### config.mk
export PLATFORM = sky130hd
export DESIGN_NAME = modem_response_line_parser_top
export DESIGN_NICKNAME = d
export VERILOG_FILES = /design/src/mrlp_pkg.sv /design/src/modem_response_line_parser_top.sv /design/src/mrlp_line_ram.sv /design/src/mrlp_classifier.sv
export SDC_FILE = /design/constraint.sdc
export NUM_CORES = 2
export LEC_CHECK = 0
export ABC_AREA = 1
export BUFFER_PORTS_ARGS = -buffer_cell sky130_fd_sc_hd__buf_4
export CAP_MARGIN = 10
export CORE_MARGIN = 5
export CORE_UTILIZATION = 41
export DETAILED_ROUTE_END_ITERATION = 6
export SLEW_MARGIN = 20
export SYNTH_ARGS = -nofsm -noshare
export SYNTH_HDL_FRONTEND = slang
export SYNTH_HIERARCHICAL = 1
export SYNTH_SLANG_ARGS = --single-unit
export TNS_END_PERCENT = 30
### constraint.sdc
create_clock -name clk -period 4.53 [get_ports clk]
set_clock_uncertainty 0.1 [all_clocks]
set_input_delay 0 -clock clk [delete_from_list [all_inputs] [get_ports clk]]
set_output_delay 0 -clock clk [all_outputs]
set_load 0.05 [all_outputs]
### src/mrlp_pkg.sv
`timescale 1ns / 1ps
package mrlp_pkg;

    localparam logic [3:0] CODE_NONE    = 4'd0;
    localparam logic [3:0] CODE_OK      = 4'd1;
    localparam logic [3:0] CODE_CONNECT = 4'd2;
    localparam logic [3:0] CODE_RING    = 4'd3;
    localparam logic [3:0] CODE_NOCAR   = 4'd4;
    localparam logic [3:0] CODE_ERROR   = 4'd5;
    localparam logic [3:0] CODE_NODT    = 4'd6;
    localparam logic [3:0] CODE_BUSY    = 4'd7;
    localparam logic [3:0] CODE_NOANS   = 4'd8;
    localparam logic [3:0] CODE_RINGING = 4'd9;
    localparam logic [3:0] CODE_VOICE   = 4'd10;
    localparam logic [3:0] CODE_FAX     = 4'd11;
    localparam logic [3:0] CODE_TIMEOUT = 4'd12;

    localparam logic [0:0] CFG_REPORT = 1'd0;
    localparam logic [0:0] CFG_SPEED  = 1'd1;

    localparam int NUM_WORDS = 13;
    localparam int WORD_LEN  = 12;

    typedef enum logic [2:0] {
        ST_COLLECT,
        ST_MATCH,
        ST_SKIP,
        ST_SIGN,
        ST_DIGIT,
        ST_MUL,
        ST_DONE
    } state_t;

    typedef struct packed {
        logic       start;
        logic       full;
        logic       timeout;
    } ctl_t;

    function automatic logic [7:0] word_char(input logic [3:0] w, input logic [3:0] i);
        logic [8*WORD_LEN-1:0] s;
        begin
            case (w)
                4'd0:  s = {"AT", 80'h0};
                4'd1:  s = {"OK", 80'h0};
                4'd2:  s = {"CONNECT FAX", 8'h0};
                4'd3:  s = {"CONNECT", 40'h0};
                4'd4:  s = {"RING", 64'h0};
                4'd5:  s = {"NO CARRIER", 16'h0};
                4'd6:  s = {"ERROR", 56'h0};
                4'd7:  s = {"NO DIALTONE", 8'h0};
                4'd8:  s = "NO DIAL TONE";
                4'd9:  s = {"BUSY", 64'h0};
                4'd10: s = {"NO ANSWER", 24'h0};
                4'd11: s = {"RINGING", 40'h0};
                4'd12: s = {"VOICE", 56'h0};
                default: s = '0;
            endcase
            word_char = s[8*WORD_LEN-1-8*i -: 8];
        end
    endfunction

    function automatic logic [3:0] word_len(input logic [3:0] w);
        case (w)
            4'd0, 4'd1: word_len = 4'd2;
            4'd2, 4'd7: word_len = 4'd11;
            4'd3, 4'd11: word_len = 4'd7;
            4'd4, 4'd9: word_len = 4'd4;
            4'd5: word_len = 4'd10;
            4'd6, 4'd12: word_len = 4'd5;
            4'd8: word_len = 4'd12;
            4'd10: word_len = 4'd9;
            default: word_len = 4'd0;
        endcase
    endfunction

endpackage

### src/modem_response_line_parser_top.sv
`timescale 1ns / 1ps
// Modem result line parser. Bytes are taken one per cycle while a line is
// collected; each data byte other than a line end is written into the line
// memory. When a line ends, the classifier walks the stored line through the
// registered read port of that memory: first the word compare, then, for a
// CONNECT line with a speed, one byte per cycle for leading blanks and sign
// and a digit step and a multiply step per speed digit; no byte is taken
// meanwhile. A timeout item goes straight into the output register. The
// result waits there, and no item is taken until it has been accepted.
module modem_response_line_parser_top #(
    parameter int LINE_MAX = 128
) (
    input  logic        clk,
    input  logic        rst_n,
    input  logic        s_tvalid,
    output logic        s_tready,
    input  logic [7:0]  s_tdata,   // data_byte
    input  logic        s_tuser,   // kind
    output logic        m_tvalid,
    input  logic        m_tready,
    output logic [47:0] m_tdata,   // code, speed, line_length, line_full, pad
    input  logic        cfg_valid,
    output logic        cfg_ready,
    input  logic [0:0]  cfg_index,
    input  logic [31:0] cfg_data
);
    import mrlp_pkg::*;

    localparam int CAP = LINE_MAX - 1;
    localparam int AW = $clog2(CAP);
    localparam int CW = $clog2(LINE_MAX) + 1;

    logic [CW-1:0] count_reg, count_next;
    logic report_reg;
    logic [31:0] dspeed_reg;
    logic full_reg;
    logic ov_reg;
    logic [47:0] od_reg;
    logic acc, is_eol, we;
    logic [AW-1:0] raddr;
    logic [7:0] rdata;
    logic busy, done;
    logic [3:0] code;
    logic [31:0] speed;
    ctl_t ctl;

    assign s_tready = !busy && !ov_reg;
    assign cfg_ready = 1'b1;
    assign acc = s_tvalid && s_tready;
    assign is_eol = s_tdata == 8'h0D || s_tdata == 8'h0A;
    assign we = acc && !s_tuser && !is_eol && count_reg < CW'(CAP);
    assign count_next = count_reg + CW'(we);

    always_comb
    begin
        ctl.timeout = acc && s_tuser;
        ctl.full = acc && !s_tuser && !is_eol && count_next >= CW'(CAP);
        ctl.start = (acc && !s_tuser && is_eol && count_reg != '0) || ctl.full;
    end

    mrlp_line_ram #(.DEPTH(CAP), .AW(AW)) u_ram (
        .clk(clk), .we(we), .waddr(count_reg[AW-1:0]), .wdata(s_tdata),
        .raddr(raddr), .rdata(rdata)
    );

    mrlp_classifier #(.CW(CW), .AW(AW)) u_cls (
        .clk(clk), .rst_n(rst_n), .ctl(ctl), .count(count_reg),
        .dflt_speed(dspeed_reg), .rdata(rdata), .raddr(raddr), .busy(busy),
        .done(done), .code(code), .speed(speed)
    );

    always_ff @(posedge clk or negedge rst_n)
    begin
        if (!rst_n)
        begin
            count_reg <= '0;
            report_reg <= 1'b0;
            dspeed_reg <= 32'd300;
            ov_reg <= 1'b0;
            full_reg <= 1'b0;
        end
        else
        begin
            if (cfg_valid)
            begin
                unique case (cfg_index)
                    CFG_REPORT: report_reg <= cfg_data[0];
                    CFG_SPEED: dspeed_reg <= cfg_data;
                    default: ;
                endcase
            end
            if (m_tvalid && m_tready) ov_reg <= 1'b0;
            if (ctl.timeout)
            begin
                count_reg <= '0;
                ov_reg <= 1'b1;
            end
            else if (done)
            begin
                count_reg <= '0;
                if (code != CODE_NONE || report_reg) ov_reg <= 1'b1;
            end
            else
            begin
                count_reg <= count_next;
            end
            if (ctl.start) full_reg <= ctl.full;
        end
    end

    always_ff @(posedge clk)
    begin
        if (ctl.timeout)
            od_reg <= {4'd0, 1'b0, 7'd0, 32'd0, CODE_TIMEOUT};
        else if (done)
            od_reg <= {4'd0, full_reg, 7'(count_reg), speed, code};
    end

    assign m_tvalid = ov_reg;
    assign m_tdata = od_reg;

    assert property (@(posedge clk) disable iff (!rst_n) busy |-> !acc)
        else $error("item taken while busy");
    assert property (@(posedge clk) disable iff (!rst_n) we |-> count_reg < CW'(CAP))
        else $error("line overflow");
    assert property (@(posedge clk) disable iff (!rst_n) done |=> count_reg == '0)
        else $error("count not cleared");
endmodule

### src/mrlp_line_ram.sv
`timescale 1ns / 1ps
module mrlp_line_ram #(
    parameter int DEPTH = 127,
    parameter int AW = 7
) (
    input  logic          clk,
    input  logic          we,
    input  logic [AW-1:0] waddr,
    input  logic [7:0]    wdata,
    input  logic [AW-1:0] raddr,
    output logic [7:0]    rdata
);
    logic [7:0] mem [DEPTH];

    always_ff @(posedge clk)
    begin
        if (we)
        begin
            mem[waddr] <= wdata;
        end
        rdata <= mem[raddr];
    end
endmodule

### src/mrlp_classifier.sv
`timescale 1ns / 1ps
module mrlp_classifier #(
    parameter int CW = 8,
    parameter int AW = 7
) (
    input  logic          clk,
    input  logic          rst_n,
    input  mrlp_pkg::ctl_t ctl,
    input  logic [CW-1:0] count,
    input  logic [31:0]   dflt_speed,
    input  logic [7:0]    rdata,
    output logic [AW-1:0] raddr,
    output logic          busy,
    output logic          done,
    output logic [3:0]    code,
    output logic [31:0]   speed
);
    import mrlp_pkg::*;

    state_t state_reg, state_next;
    logic [CW-1:0] pos_reg, pos_next;
    logic [NUM_WORDS-1:0] ok_reg, ok_next;
    logic [31:0] val_reg, val_next;
    logic [35:0] prod_reg, prod_next;
    logic neg_reg, neg_next;
    logic sp_reg, sp_next;
    logic pend_reg, pend_next;
    logic [3:0] code_reg, code_next;
    logic [31:0] speed_reg, speed_next;
    logic [3:0] dig;
    logic is_digit, is_ws;
    logic [3:0] pick;
    logic [CW-1:0] pos_plus;
    logic match_end;
    logic go_speed;

    assign dig = 4'(rdata - 8'h30);
    assign is_digit = rdata >= 8'h30 && rdata <= 8'h39;
    assign is_ws = rdata == 8'h20 || rdata == 8'h09 || rdata == 8'h0B || rdata == 8'h0C;
    assign pos_plus = pos_reg + 1'b1;
    assign match_end = pend_reg && (pos_reg > CW'(12) || pos_reg > count);
    assign go_speed = pick == CODE_CONNECT && count > CW'(7) && sp_reg;

    always_comb
    begin
        pick = CODE_NONE;
        if (ok_reg[0] && count >= CW'(2)) pick = CODE_NONE;
        else if (ok_reg[1] && count == CW'(2)) pick = CODE_OK;
        else if (ok_reg[2] && count >= CW'(11)) pick = CODE_FAX;
        else if (ok_reg[3] && count >= CW'(7)) pick = CODE_CONNECT;
        else if (ok_reg[4] && count == CW'(4)) pick = CODE_RING;
        else if (ok_reg[5] && count == CW'(10)) pick = CODE_NOCAR;
        else if (ok_reg[6] && count == CW'(5)) pick = CODE_ERROR;
        else if ((ok_reg[7] && count == CW'(11)) || (ok_reg[8] && count == CW'(12)))
            pick = CODE_NODT;
        else if (ok_reg[9] && count == CW'(4)) pick = CODE_BUSY;
        else if (ok_reg[10] && count == CW'(9)) pick = CODE_NOANS;
        else if (ok_reg[11] && count == CW'(7)) pick = CODE_RINGING;
        else if (ok_reg[12] && count == CW'(5)) pick = CODE_VOICE;
    end

    always_comb
    begin
        state_next = state_reg;
        unique case (state_reg)
            ST_COLLECT: if (ctl.start) state_next = ST_MATCH;
            ST_MATCH:
                if (match_end)
                begin
                    if (go_speed) state_next = ST_SKIP;
                    else state_next = ST_DONE;
                end
            ST_SKIP: if (pend_reg && (pos_reg >= count || !is_ws)) state_next = ST_SIGN;
            ST_SIGN: if (pend_reg) state_next = ST_DIGIT;
            ST_DIGIT:
                if (pend_reg)
                begin
                    if (pos_reg >= count || !is_digit) state_next = ST_DONE;
                    else state_next = ST_MUL;
                end
            ST_MUL: state_next = ST_DIGIT;
            ST_DONE: state_next = ST_COLLECT;
            default: state_next = ST_COLLECT;
        endcase
    end

    always_comb
    begin
        pos_next = pos_reg;
        ok_next = ok_reg;
        val_next = val_reg;
        prod_next = prod_reg;
        neg_next = neg_reg;
        sp_next = sp_reg;
        pend_next = 1'b0;
        code_next = code_reg;
        speed_next = speed_reg;
        raddr = pos_reg[AW-1:0];
        unique case (state_reg)
            ST_COLLECT:
            begin
                pos_next = '0;
                ok_next = '1;
                val_next = '0;
                neg_next = 1'b0;
                sp_next = 1'b0;
                if (ctl.start) pend_next = 1'b1;
            end
            ST_MATCH:
            begin
                if (pend_reg && pos_reg < count && pos_reg < CW'(WORD_LEN))
                begin
                    for (int w = 0; w < NUM_WORDS; w++)
                    begin
                        if (4'(pos_reg) < word_len(4'(w)) &&
                            word_char(4'(w), 4'(pos_reg)) != rdata)
                            ok_next[w] = 1'b0;
                    end
                    if (pos_reg == CW'(7)) sp_next = rdata == 8'h20;
                end
                if (match_end)
                begin
                    code_next = pick;
                    speed_next = '0;
                    if (pick == CODE_CONNECT) speed_next = dflt_speed;
                    pos_next = CW'(8);
                    raddr = AW'(8);
                end
                else
                begin
                    pos_next = pos_plus;
                    raddr = pos_plus[AW-1:0];
                end
                pend_next = 1'b1;
            end
            ST_SKIP:
            begin
                pend_next = 1'b1;
                if (pend_reg && pos_reg < count && is_ws)
                begin
                    pos_next = pos_plus;
                    raddr = pos_plus[AW-1:0];
                end
            end
            ST_SIGN:
            begin
                pend_next = 1'b1;
                if (pend_reg && pos_reg < count && (rdata == 8'h2B || rdata == 8'h2D))
                begin
                    neg_next = rdata == 8'h2D;
                    pos_next = pos_plus;
                    raddr = pos_plus[AW-1:0];
                end
            end
            ST_DIGIT:
            begin
                if (pend_reg && (pos_reg >= count || !is_digit))
                begin
                    speed_next = neg_reg ? 32'd0 : val_reg;
                    pend_next = 1'b0;
                end
                else if (pend_reg)
                begin
                    prod_next = 36'(val_reg) * 36'd10 + 36'(dig);
                end
            end
            ST_MUL:
            begin
                val_next = (prod_reg > 36'hFFFFFFFF) ? 32'hFFFFFFFF : prod_reg[31:0];
                pos_next = pos_plus;
                raddr = pos_plus[AW-1:0];
                pend_next = 1'b1;
            end
            ST_DONE: ;
            default: ;
        endcase
    end

    always_ff @(posedge clk or negedge rst_n)
    begin
        if (!rst_n)
        begin
            state_reg <= ST_COLLECT;
            pend_reg <= 1'b0;
        end
        else
        begin
            state_reg <= state_next;
            pend_reg <= pend_next;
        end
    end

    always_ff @(posedge clk)
    begin
        pos_reg <= pos_next;
        ok_reg <= ok_next;
        val_reg <= val_next;
        prod_reg <= prod_next;
        neg_reg <= neg_next;
        sp_reg <= sp_next;
        code_reg <= code_next;
        speed_reg <= speed_next;
    end

    assign busy = state_reg != ST_COLLECT;
    assign done = state_reg == ST_DONE;
    assign code = code_reg;
    assign speed = speed_reg;

    assert property (@(posedge clk) disable iff (!rst_n) done |=> !done)
        else $error("done held");
    assert property (@(posedge clk) disable iff (!rst_n)
        (state_reg == ST_MUL) |-> $past(state_reg) == ST_DIGIT)
        else $error("mul without digit");
    assert property (@(posedge clk) disable iff (!rst_n)
        (ctl.start && !busy) |=> state_reg == ST_MATCH)
        else $error("start lost");
endmodule

Word-level counts from Yosys, hierarchy flattened --
Memories as Yosys holds them, arrays and structs flattened. A register that Yosys moved wholly into a read port is not among the register bits. Index checks and enable logic that the tools add are counted. Widths: inputs -> output; s select.
Word-level totals: input bits 47, memories 1, word-level logic and storage cells 334, register bits after elaboration 218, output and inout port bits 51, RAM bits 1016
Memory list:
- u_ram.mem | depth 127, bits a word 8, rd ports 1, clocked after memory_dff 1, wr ports 1, RTL line mrlp_line_ram.sv:13 | logic [7:0] mem [DEPTH];
Cells by class: shift-type cells 13, equality and inequality tests 60, order comparisons 22, multiply operators 1, reduce and logical (&&, ||, !) cells 95, add/subtract/negate cells 5, multiplexer cells 107, bitwise gates (word level) 2
Operator list (number):
- $mux 96 | 26
- $shiftx 103x33->8 | 13
- $mux 32 | 5
- $pmux 32 s2 | 2
- $mux 4 | 28
- $ne 8x8->1 | 13
- $eq 8x4->1 const B | 9
- $reduce_and 3->1 | 17
- $logic_and 1x1->1 | 46
- $ne 2x1->1 const B | 22
- $mux 8 | 5
- $pmux 8 s5 | 1
- $add 36x4->36 | 1
- $gt 36x32->1 const B | 1
- $mul 32x3->35 const B | 1
- $eq 8x3->1 const B | 4
- $lt 4x4->1 | 8
- $pmux 7 s4 | 1
- $pmux 13 s2 | 1
- $eq 8x6->1 const B | 3
- $mux 1 | 23
- $mux 7 | 3
- $mux 3 | 6
- $pmux 3 s6 | 1
- 38 further kinds | 65

Depth between registers and ports, before layout --
word-level depth 20, depth in mapped cells 30, gate-level depth less buffers 26

Modules after synthesis --
Netlist, hierarchy kept.
Modules (own cells, without submodules):
- mrlp_line_ram | instances 1, seq. area each 30669.4 sq um, area each 41775.1 sq um, cells each 3548
- mrlp_classifier | instances 1, seq. area each 3913.8 sq um, area each 11536.1 sq um, cells each 1613
- modem_response_line_parser_top | instances 1, seq. area each 1961.9 sq um, area each 3741.1 sq um, cells each 449

Least setup slack after synthesis --
Ideal clock, no wire load.
kind register to register, start reg count_reg[2], end reg u_cls.prod_reg[0] (enable), clock period less this slack 3792 ps, buffers on the path 1, path slack 738 ps, required time 4001 ps, arrival 3263 ps, cell stages (with the launch flop) 13, setup time 429 ps, cell sequence dfrtp_1 > buf_2 > inv_1 > ha_1 > nand2_1 > o21ai_0 > nand2_1 > nand2_1 > inv_1 > nand2_1 > nor3b_1 > nand2_1 > nor2_1
On the way: longest elaborated chain between the ends 5
Ends and longest elaborated chain:
- from (decl) | RTL line modem_response_line_parser_top.sv:33 | logic [CW-1:0] count_reg, count_next;
- from (signal assigned) | RTL line modem_response_line_parser_top.sv:105 | count_reg <= count_next;
- $ge 8x8->1 | RTL line mrlp_classifier.sv:157 | if (pend_reg && (pos_reg >= count || !is_digit))
- $logic_or 1x1->1 | RTL line mrlp_classifier.sv:157
- $logic_and 1x1->1 | RTL line mrlp_classifier.sv:157
- $not 1->1 (no source line)
- $reduce_and 3->1 (no source line)
- to (signal assigned) | RTL line mrlp_classifier.sv:198 | prod_reg <= prod_next;
- to (decl) | RTL line mrlp_classifier.sv:24 | logic [35:0] prod_reg, prod_next;
Every way passes these cells. A chain may end at the register's enable or synchronous reset.

Final worst setup path --
start in s_tdata[5], end mem u_ram.mem[66][4] (enable)
On the way: longest elaborated chain between the ends 7, elaborated cells between the ends (all ways) 8, those cells by class 2 x eq/ne; 2 x mux; 4 x reduce/logical
Ends and longest elaborated chain:
- from (decl) | RTL line modem_response_line_parser_top.sv:17 | input logic [7:0] s_tdata,
- $eq 8x4->1 | RTL line modem_response_line_parser_top.sv:50 | assign is_eol = s_tdata == 8'h0D || s_tdata == 8'h0A;
- $logic_or 1x1->1 * | RTL line modem_response_line_parser_top.sv:50
- $logic_not 1->1 * | RTL line modem_response_line_parser_top.sv:51 | assign we = acc && !s_tuser && !is_eol && count_reg < CW'(CAP);
- $logic_and 1x1->1 * (2 in a row) | RTL line modem_response_line_parser_top.sv:51
- net we | RTL line modem_response_line_parser_top.sv:39 | logic acc, is_eol, we;
- $mux 1 * | RTL line mrlp_line_ram.sv:17 | if (we)
- $mux 1 (not written as such) * | RTL line mrlp_line_ram.sv:19 | mem[waddr] <= wdata;
- to (decl) | RTL line mrlp_line_ram.sv:13
The timed path passes the listed nets; every way through them passes the cells marked *.

==> metrics <==
Setup-failing EPs final 0; antenna violations before repair 0; Inst Count DP around 7300; most frequent cells in the layout nand2_1, edfxtp_1, nand3_1; net switching power 0.02472 W; Syn Area/Cell ~10 µm²; DR WL/cell 21.44 µm; Sw Share around 47%; Lkg Pwr 25.73 nW; CTS tree done; flip-flop count of the largest register after layout 1016; Post-Syn Instances 5609; design internal power 0.02839 W; vias per inst 5.411; Clock power frac 20.9%; Clock Tree Buf Depth 3; fin util 47.58%; CP startpoint s_tdata[5]; HP Class in -> async; required time worst endpoint 4.82 ns; final layout net count ~5900; Antenna Cells 0; vias in the first global route ~40000; cell area after placement 59840 µm²; Die ar. 146700 µm²; CTS Buf Count approximately 140; GRT overflow 0; Worst-Skew Late Latency 0.77 ns; nature of the critical path endpoint flop; Max FO, Critical Path 8; DRC violations left 0; drt initial violations ~4500; type of the worst setup path in -> reg; IO buf count 92; DP HPWL roughly 100000 µm; commonest non-fill, non-tap cell in the layout nand2_1; die height between 300 and 400 µm; Worst setup SP type primary input; Worst Max-Slew Pin Slew 1.086 ns; Final Instance Area 65580 µm²; Max Slew Vio Count 0; routability cong. 0.9189; Tot GR Track Use 21.90%; Crit path arrival time 4.57 ns; status finished clean; Core Area 137800 µm²; largest net degree at the start of global routing 176; Initial Util 41.39%; Sequential Power Share 26.8%; Ys Warns 6; width of the chip 383.0 µm; Final min period between 4 and 5 ns; synth-to-layout area growth 14.96%; DRT Pass-1 Iters 6; CTS clk-pin slew, worst paths 0.06 ns; # Max-Cap Violations 0; Root Driver clkbuf_16; Max Clk Rate roughly 0.23 GHz; layout cells sized above 1 under 10%; final critical-path share of the clock period 94.64%; H-tree depth 4; Reg-to-Reg Start count_reg[7]; Site Rows 136; I/O pins 98; via count about 42000; Mapped Area 57050 µm²; first-pass GRT wire length 247300 µm; Sink Count 1242; slew margin rel. between 20% and 30%; Final Non-Filler Cells 7691; Total Wirelength 164900 µm; Power Dens Cells 809.7 nW/µm²; Tot Pwr 0.05310 W; VDD IR max between 0.6 and 0.7 mV; final hold vios 0; post-route ant nets 0; Comb power frac 52.3%
==> layer usage <==
| metal | track usage, % | up-vias | routed length, µm |
|---|---|---|---|
| li1 | - | 19530 | - |
| met1 | 30.54 | 20300 | 71650 |
| met5 | 0 | - | 0 |
| met4 | 6.779 | 0 | 4820 |
| met3 | 4.208 | 265 | 12070 |
| met2 | 34.85 | 1522 | 76340 |
==> what timing repair did <==
action,in CTS,in global routing
buffers inserted,0,7
hold endpoints to repair,714,0
hold buffers,90,0
endpoints found under the setup margin,0,8
gates resized for setup,0,21
==> critical path, cell delays in order <==
cell and delay [ns]:
dlygate4sd3_1 0.54, buf_4 0.15, inv_1 0.04, nand2_1 0.05, nor2_1 0.04, dlygate4sd3_1 0.54
nand2_1 0.05, dlygate4sd3_1 0.54, a21oi_1 0.05, buf_4 0.18, nor2_1 0.12, inv_1 0.06
nor2_1 0.41, nand2_1 0.61, buf_4 0.45, nor2_1 0.70
==> area by class of cell <==
class	count	area [µm²]
multi-input cells	3704	17560
well taps	1794	2245
repair buffers	330	3314
inverters	376	1454
flip-flops and latches	1242	36550
clock buffers	176	3667
fillers	12580	72250
clock inverters	69	794.5
==> through the flow <==
stage | setup slack [ns] | setup TNS [ns] | hold WS [ns]
floorplan | 0.7382 | 0 | -0.3956
global placement | 0.1777 | 0 | -0.001871
detailed placement | 0.1516 | 0 | 0.003271
CTS | 0.1234 | 0 | 0.2379
global route | -0.001918 | -0.001918 | 0.3176
finish | 0.2427 | 0 | 0.2995
==> power by group through the flow <==
stage / Sequential, W / Clock, W / Combinational [W]
2_1_floorplan: 0.0145 / 0 / 0.0179
3_3_place_gp: 0.0144 / 0 / 0.0265
3_5_place_dp: 0.0144 / 0 / 0.0266
4_1_cts: 0.0142 / 0.0113 / 0.0268
5_1_grt: 0.0143 / 0.0118 / 0.0304
6_report: 0.0142 / 0.0111 / 0.0278
==> final timing paths <==
kind	to	slack, ns	cells after the start
max	u_ram/mem[66][4]	0.24	16
min	dspeed_reg[5]	0.30	3
max reg2reg	u_ram/rdata[0]	0.28	18
min reg2reg	m_tdata[3]	0.37	2
max in group asynchronous	dspeed_reg[11]	3.74	4
min in group clk	m_tdata[38]	0.34	7
No activity file was read; power rests on OpenSTA's default activity.
